===== src/rtl/core/sdnn_ram.sv =====
// ----------------------------------------------------------------------------
// Generic single-port-write, single-port-read RAM
// One write and one registered read per cycle; a read of the address being
// written returns the old contents.
// ----------------------------------------------------------------------------
module sdnn_ram #(
   parameter int WIDTH = 8,
   parameter int DEPTH = 16
) (
   input  logic                     clock,
   input  logic                     wr_en,
   input  logic [$clog2(DEPTH)-1:0] wr_addr,
   input  logic [WIDTH-1:0]         wr_data,
   input  logic                     rd_en,
   input  logic [$clog2(DEPTH)-1:0] rd_addr,
   output logic [WIDTH-1:0]         rd_data
);

   logic [WIDTH-1:0] mem_ff [DEPTH];
   logic [WIDTH-1:0] rd_data_ff;

   always_ff @(posedge clock) begin
      if (wr_en) begin
         mem_ff[wr_addr] <= wr_data;
      end
      if (rd_en) begin
         rd_data_ff <= mem_ff[rd_addr];
      end
   end

   assign rd_data = rd_data_ff;

endmodule


===== config.mk =====
export PLATFORM = sky130hd
export DESIGN_NAME = sdnn_ram
export DESIGN_NICKNAME = d
export VERILOG_FILES = /design/src/rtl/core/sdnn_ram.sv
export SDC_FILE = /design/constraint.sdc
export NUM_CORES = 1
export LEC_CHECK = 0
export BUFFER_PORTS_ARGS = -buffer_cell sky130_fd_sc_hd__buf_2
export CAP_MARGIN = 10
export CORE_MARGIN = 1
export CORE_UTILIZATION = 47
export CTS_CLUSTER_DIAMETER = 50
export CTS_CLUSTER_SIZE = 10
export DETAILED_ROUTE_END_ITERATION = 16
export GPL_ROUTABILITY_DRIVEN = 0
export GPL_TIMING_DRIVEN = 0
export PLACE_DENSITY = 0.62
export SLEW_MARGIN = 15
export SYNTH_ARGS = -nofsm -noshare
export SYNTH_HDL_FRONTEND = slang
export SYNTH_SLANG_ARGS = --single-unit

===== constraint.sdc =====
create_clock -name clock -period 4.1 [get_ports clock]
set_input_delay 0.82 -clock clock [delete_from_list [all_inputs] [get_ports clock]]
set_output_delay 0.82 -clock clock [all_outputs]
set_load 0.005 [all_outputs]

=== Word-level counts from Yosys, hierarchy flattened ===
Memories as Yosys holds them, arrays and structs flattened. A register that Yosys moved wholly into a read port is not among the register bits.
Index checks and enable logic that the tools add are counted.
Widths: inputs -> output; s select.

* Register bits: 0
* Bits in writable memories: 128
* Input bits: 19
* Output and inout port bits: 8
* Memories kept: 1

* Muxes and demuxes: 2

{| class="wikitable"
|+ Memory list
! name !! depth !! width !! read ports !! clocked after memory_dff !! wr ports !! line !! text
|-
| mem_ff || 16 || 8 || 1 || 1 || 1 || 19 || <nowiki>logic [WIDTH-1:0] mem_ff [DEPTH];</nowiki>
|}

{| class="wikitable"
|+ Operators by type and width
! kind !! count
|-
| $mux 1 || 2
|}

=== Depth between registers and ports, before layout ===
Gate-level depths: netlist of the first run.

* Word-level depth: 2
* Gate-level depth with buffers: 5

=== Worst setup path before layout of the first run ===
Ideal clock, no wire load.

* Path kind: input to register
* From: input wr_addr[2]
* To: memory mem_ff[0][0], enable pin
* Setup time: 383 ps
* Data arrival time: 1930 ps
* Path slack: 1787 ps
* Stages on the path: 2
* Path through: or3b_2 nor3_1

{| class="wikitable"
|+ RTL lines
! item !! line !! text
|-
| start, declared || 12 || <nowiki>input logic [$clog2(DEPTH)-1:0] wr_addr,</nowiki>
|-
| end, declared || 19 ||
|}

No word-level cell before the write port.

=== Worst setup path after layout of the first run ===
* From: input wr_addr[2]
* To: memory mem_ff[3][6], enable pin

No word-level cell before the write port.

==> results of run 1 <==
==> logic make-up (layout without fill, tap and decap cells) <==
group | after synthesis | after routing | share of synthesized area (%)
AND/OR/NAND/NOR | 35 | 35 | 3.136
flip-flops | 136 | 136 | 78.12
multiplexers | 32 | 32 | 14.79
AO/OA/AOI/OAI | 16 | 16 | 2.298
buffers and inverters | 10 | 67 | 1.651
==> power by group through the flow <==
| stage | sequential (W) | clock, W | combinational [W] |
|---|---|---|---|
| 2_1_floorplan | 0.00160 | 0 | 0.0000791 |
| 3_3_place_gp | 0.00160 | 0 | 0.000143 |
| 3_5_place_dp | 0.00160 | 0 | 0.000147 |
| 4_1_cts | 0.00157 | 0.00145 | 0.000148 |
| 5_1_grt | 0.00158 | 0.00152 | 0.000158 |
| 6_report | 0.00157 | 0.00143 | 0.000146 |
==> routing by layer <==
layer / part of all wire, % / global-route usage (%) / routed length, um
met5: 0 / 0 / 0
met4: 1.0 / 6.164 / 97
met3: 5.9 / 6.114 / 571
met2: 50 / 27.79 / 4799
met1: 43 / 26.66 / 4192
==> flip-flops by register name, indices dropped and copies added (netlist names) <==
name,count
mem_ff,128
rd_data,8
==> cell usage in the layout, fill, tap and decap left out <==
cell	instances
nand2b_1	2
buf_6	3
clkbuf_16	16
clkbuf_8	1
nor2b_1	1
edfxtp_1	136
a22oi_1	16
bufinv_16	3
nor3_2	4
nand3b_1	2
nand3_1	1
clkdlybuf4s25_2	3
and2_1	1
and2b_1	1
nand2_1	9
buf_4	1
nor2_1	13
clkinv_2	6
or3b_2	1
buf_2	28
mux4_2	18
mux4_1	14
clkinv_1	4
clkbuf_1	2
==> final timing paths <==
kind                                              from                     end  slack [ns]
worst max-delay path                        wr_addr[2]  mem_ff[3][6]$_DFFE_PP_        2.13
worst min-delay path                             rd_en    rd_data[1]$_DFFE_PP_        0.66
worst max register to register  mem_ff[1][0]$_DFFE_PP_    rd_data[0]$_DFFE_PP_        2.55
worst min register to register  mem_ff[8][3]$_DFFE_PP_    rd_data[3]$_DFFE_PP_        0.77
==> layout make-up <==
class | instances | area, sq um
Clock buffer | 19 | 421.7
Buffer | 10 | 86.33
Tap cell | 140 | 175.2
Clock inverter | 13 | 135.1
Sequential cell | 136 | 4084
Multi-Input combinational cell | 83 | 1077
Fill cell | 820 | 4736
Timing Repair Buffer | 25 | 125.1
==> worst max-delay path, delay by kind of cell <==
family	cells	cell delay [ns]
buffers and inverters	1	0.11
AND/OR/NAND/NOR	2	1.18
==> metrics by stage <==
stage	util (%)	instances	worst slack [ns]
final	56.31	426	2.129
after global placement	50.99	394	1.191
after CTS	56.22	426	2.050
after detailed placement	51.08	394	1.499
after global routing	56.31	426	2.090
after floorplan	-	229	1.787
==> flow_summary.toml, run 1 <==
[routing]
drtPass1Iterations = 5
drcViolationCount = 0
vias = 2373
routedWlPerCell_um = 22.68
drtIter0Drc = 165
vias_per_cell = 5.570
wl_mm = 9.660
final_antenna_net_count = 0

[critical_path]
crit_fanout = 8
ff2ff_path_depth = 3
critPathArrivalTime_ns = 2.11
cpMaxStageDelayCell = "nor2_1"
critPathLaunchType = "primary input"
worstSetupPathType = "in2reg"
path_cells = "buf_2 -> or3b_2 -> nor2_1"
required_ns = 4.24
slowest_delay_ns = 0.64
crit_path_end_kind = "register"

[logic_synthesis]
synth.top_cell.area_share_pct = 78.12
syn_area_sq_um = 5228
synth_area_leaders = "edfxtp_1, mux4_2, mux4_1, a22oi_1, nor2_1"
syn-instance-count = 229
yosys.area.top_type = "edfxtp_1"
syn-num-nets = 248
syn_avg_cell_area_sq_um = 22.83
ys_ff_latch = 136
yosysUniqueCellTypes = 18
ys_async_sr_fraction_pct = 0
synth_edf_count = 136
synth.most_common_cell = "edfxtp_1"
synth-seq-area-share_pct = 78.12
ys.flop_type = "edfxtp_1"
yosys_warnings = 0
synth.top_cells.by_count = "edfxtp_1, mux4_2, a22oi_1"

[global_route]
grt_pass1_wl_mm = 14.45
grt_start_max_net_pins = 17
grt-ovfl-total = 0
grt_pass1_vias = 2444
grt_usage_pct = 18.81
antenna_found_initial = 0

[pwr]
p_comb_share_pct = 4.6
p_int_w = 0.002537
seq_power_share_pct = 50.0
power_w = 0.003147
power_switching_w = 0.0006099
ir_worst_vdd_uv = 243.3
swShare_pct = 19.38
power_density_nw_per_um2 = 515.4
power.leakage_nw = 2.038
p_clk_share_pct = 45.3

[clock_tree]
clk_path_buf_depth = 2
cts_tree = "done"
cts.clk_slew.worst_paths_ns = 0.06
ctsResizeCount = 0
cts_hold_buf = 0
clockRootBuffer = "clkbuf_8"
clk_latency_ns = 0.52
clkSinkCount = 136
cts_setup_buffers = 0
htree_levels = 4
cts-buffers-inserted = 17

[die]
start_util_pct = 48.22
coreArea_sq_um = 10840
num_rows = 38
die_h_um = 107.5
ios = 27
die_area_sq_um = 11550
die_w_um = 107.5

[flow_run]
drv_cap = 0

[timing]
hold_viol = 0
slew_viol_final = 0
fin_skew_ns = 0.006677
relSlewSlack_pct = 45.96
rsz0062_at_grt = "no"
fin_crit_ns = 1.971
tightest_slew_ns = 0.8077
tns_ns = 0
finalSetupViolations = 0
max_freq_mhz = 507.5
fin_crit_sh_pct = 48.06
hold_ws_ns = 0.6572

[final_layout]
area_delta_synth_final_pct = 16.78
finish.net_count = 292
final_area_sq_um = 6105
diodes = 0
drive_gt1_share_pct = 29.37

[min_path]
min_path_type = "in2reg"
hold_depth = 1

[status]
status = "completed"

[placed_design]
post_dp_cell_area_sq_um = 5538
place_hpwl_mm = 6.114
portBuffers = 25
(Power assumes the default switching activity.)
==> run 2, diff against run 1 <==
==> constraint.sdc (replaced) <==
create_clock -name clock -period 1.85 [get_ports clock]
set_input_delay 0.37 -clock clock [delete_from_list [all_inputs] [get_ports clock]]
set_output_delay 0.37 -clock clock [all_outputs]
set_load 0.005 [all_outputs]
==> run 2 against run 1 <==
Register-to-register slack got worse by 2.3 ns. Routed wire length fell by 1.2%. Critical path depth did not move. Critical path type is now reg2reg.
==> flow_summary.toml, run 2 (same netlist as run 1, synthesis figures left out) <==
[global_route]
antenna_found_initial = 0
grt_start_max_net_pins = 17
grt_pass1_wl_mm = 14.22
grt-ovfl-total = 0
grt_pass1_vias = 2436
grt_usage_pct = 18.53

[timing]
fin_skew_ns = 0.006327
hold_ws_ns = 0.2004
slew_viol_final = 0
tightest_slew_ns = 0.8371
max_freq_mhz = 644.8
fin_crit_ns = 1.551
finalSetupViolations = 0
fin_crit_sh_pct = 83.83
rsz0062_at_grt = "no"
hold_viol = 0
relSlewSlack_pct = 43.99
tns_ns = 0

[final_layout]
final_cells = 426
layout_commonest_cell = "edfxtp_1"
largest-register = "mem_ff"
post-route-util_pct = 57.51
final_cell_mix = "edfxtp_1, buf_2, mux4_2"
area_delta_synth_final_pct = 19.27
drive_gt1_share_pct = 31.47
finish.net_count = 292
diodes = 0
largest_reg_flops = 128

[critical_path]
cpMaxStageDelayCell = "mux4_1"
r2r_slack_ns = 0.30
required_ns = 2.12
crit_path_end = "rd_data[0]$_DFFE_PP_"
crit_fanout = 1
path_buf_inv = 0
critPathArrivalTime_ns = 1.82
ff2ff_path_depth = 3
crit_start = "mem_ff[1][0]$_DFFE_PP_"
crit_family = "multiplexers"
crit_path_end_kind = "register"
cp.depth = 3
worstReg2RegEnd = "rd_data[0]$_DFFE_PP_"
critPathLaunchType = "register"
slowest_delay_ns = 0.50
worstSetupPathType = "reg2reg"
r2r-start = "mem_ff[1][0]$_DFFE_PP_"
path_cells = "mux4_1 -> a22oi_1 -> nand2_1"

[pwr]
power_w = 0.007642
power.leakage_nw = 2.095
power_density_nw_per_um2 = 1226
ir_worst_vdd_uv = 634.6

[routing]
vias_per_cell = 5.547
routedWlPerCell_um = 22.41
wl_mm = 9.546
final_antenna_net_count = 0
vias = 2363
drcViolationCount = 0
drtIter0Drc = 121
drtPass1Iterations = 5

[clock_tree]
cts-buffers-inserted = 17
htree_levels = 4
clockRootBuffer = "clkbuf_8"
cts_hold_buf = 0
cts_tree = "done"
cts.clk_slew.worst_paths_ns = 0.06
ctsResizeCount = 0
clk_latency_ns = 0.52
clkSinkCount = 136
clk_path_buf_depth = 2
cts_setup_buffers = 0

[placed_design]
dp.cells = 394
place_hpwl_mm = 6.023
portBuffers = 25

[min_path]
min_path_type = "in2reg"

[die]
start_util_pct = 48.22
num_rows = 38
coreArea_sq_um = 10840
die_h_um = 107.5
ios = 27
die_w_um = 107.5
die_area_sq_um = 11550

[status]
status = "completed"

[flow_run]
drv_cap = 0
==> run 2: cell types whose count changed in the layout (fill, tap and decap cells not counted) <==
cell	previous run	this run
clkinv_1	4	0
bufinv_16	3	7
clkbuf_1	2	0
clkinv_4	0	4
clkinv_2	6	2
inv_6	0	2
==> run 2: worst min-delay path by stage <==
stage	from	endpoint	slack [ns]	cells after the start
after detailed placement	rd_en	rd_data[2]$_DFFE_PP_	0.74	1
final	rd_en	rd_data[0]$_DFFE_PP_	0.20	1
after global routing	rd_en	rd_data[4]$_DFFE_PP_	0.18	1
after floorplan	wr_data[0]	mem_ff[0][0]$_DFFE_PP_	0.47	0
after CTS	rd_en	rd_data[4]$_DFFE_PP_	0.18	1
after global placement	rd_en	rd_data[2]$_DFFE_PP_	0.73	1
==> run 2: metrics by stage <==
step / setup slack (ns) / instance area, sq um
2_1_floorplan: 0.1976 / 5233
3_3_place_gp: -0.3706 / 5533
3_5_place_dp: -0.2552 / 5538
4_1_cts: 0.2314 / 6225
5_1_grt: 0.1975 / 6235
6_report: 0.2991 / 6235
==> run 2: final cells by class <==
class / count / area (sq um)
Timing Repair Buffer: 25 / 125.1
Buffer: 10 / 86.33
Multi-Input combinational cell: 83 / 1077
Clock buffer: 17 / 414.1
Clock inverter: 15 / 272.8
Tap cell: 140 / 175.2
Sequential cell: 136 / 4084
Fill cell: 794 / 4606
==> run 2: report_power, final <==
group / switching (W) / leakage (nW) / internal (W) / total (W)
combinational: 0.000187 / 0.523 / 0.000134 / 0.000320
sequential: 0.0000142 / 1.24 / 0.00347 / 0.00349
clock: 0.00123 / 0.337 / 0.00261 / 0.00383
total: 0.00143 / 2.10 / 0.00621 / 0.00764
==> run 2: per-layer routing <==
metal,vias up,global-route usage [%],routed length [um]
met5,-,0,0
met1,1186,25.93,3972
met2,99,27.51,4691
met4,0,7.339,71
met3,6,5.508,810
li1,1072,-,-
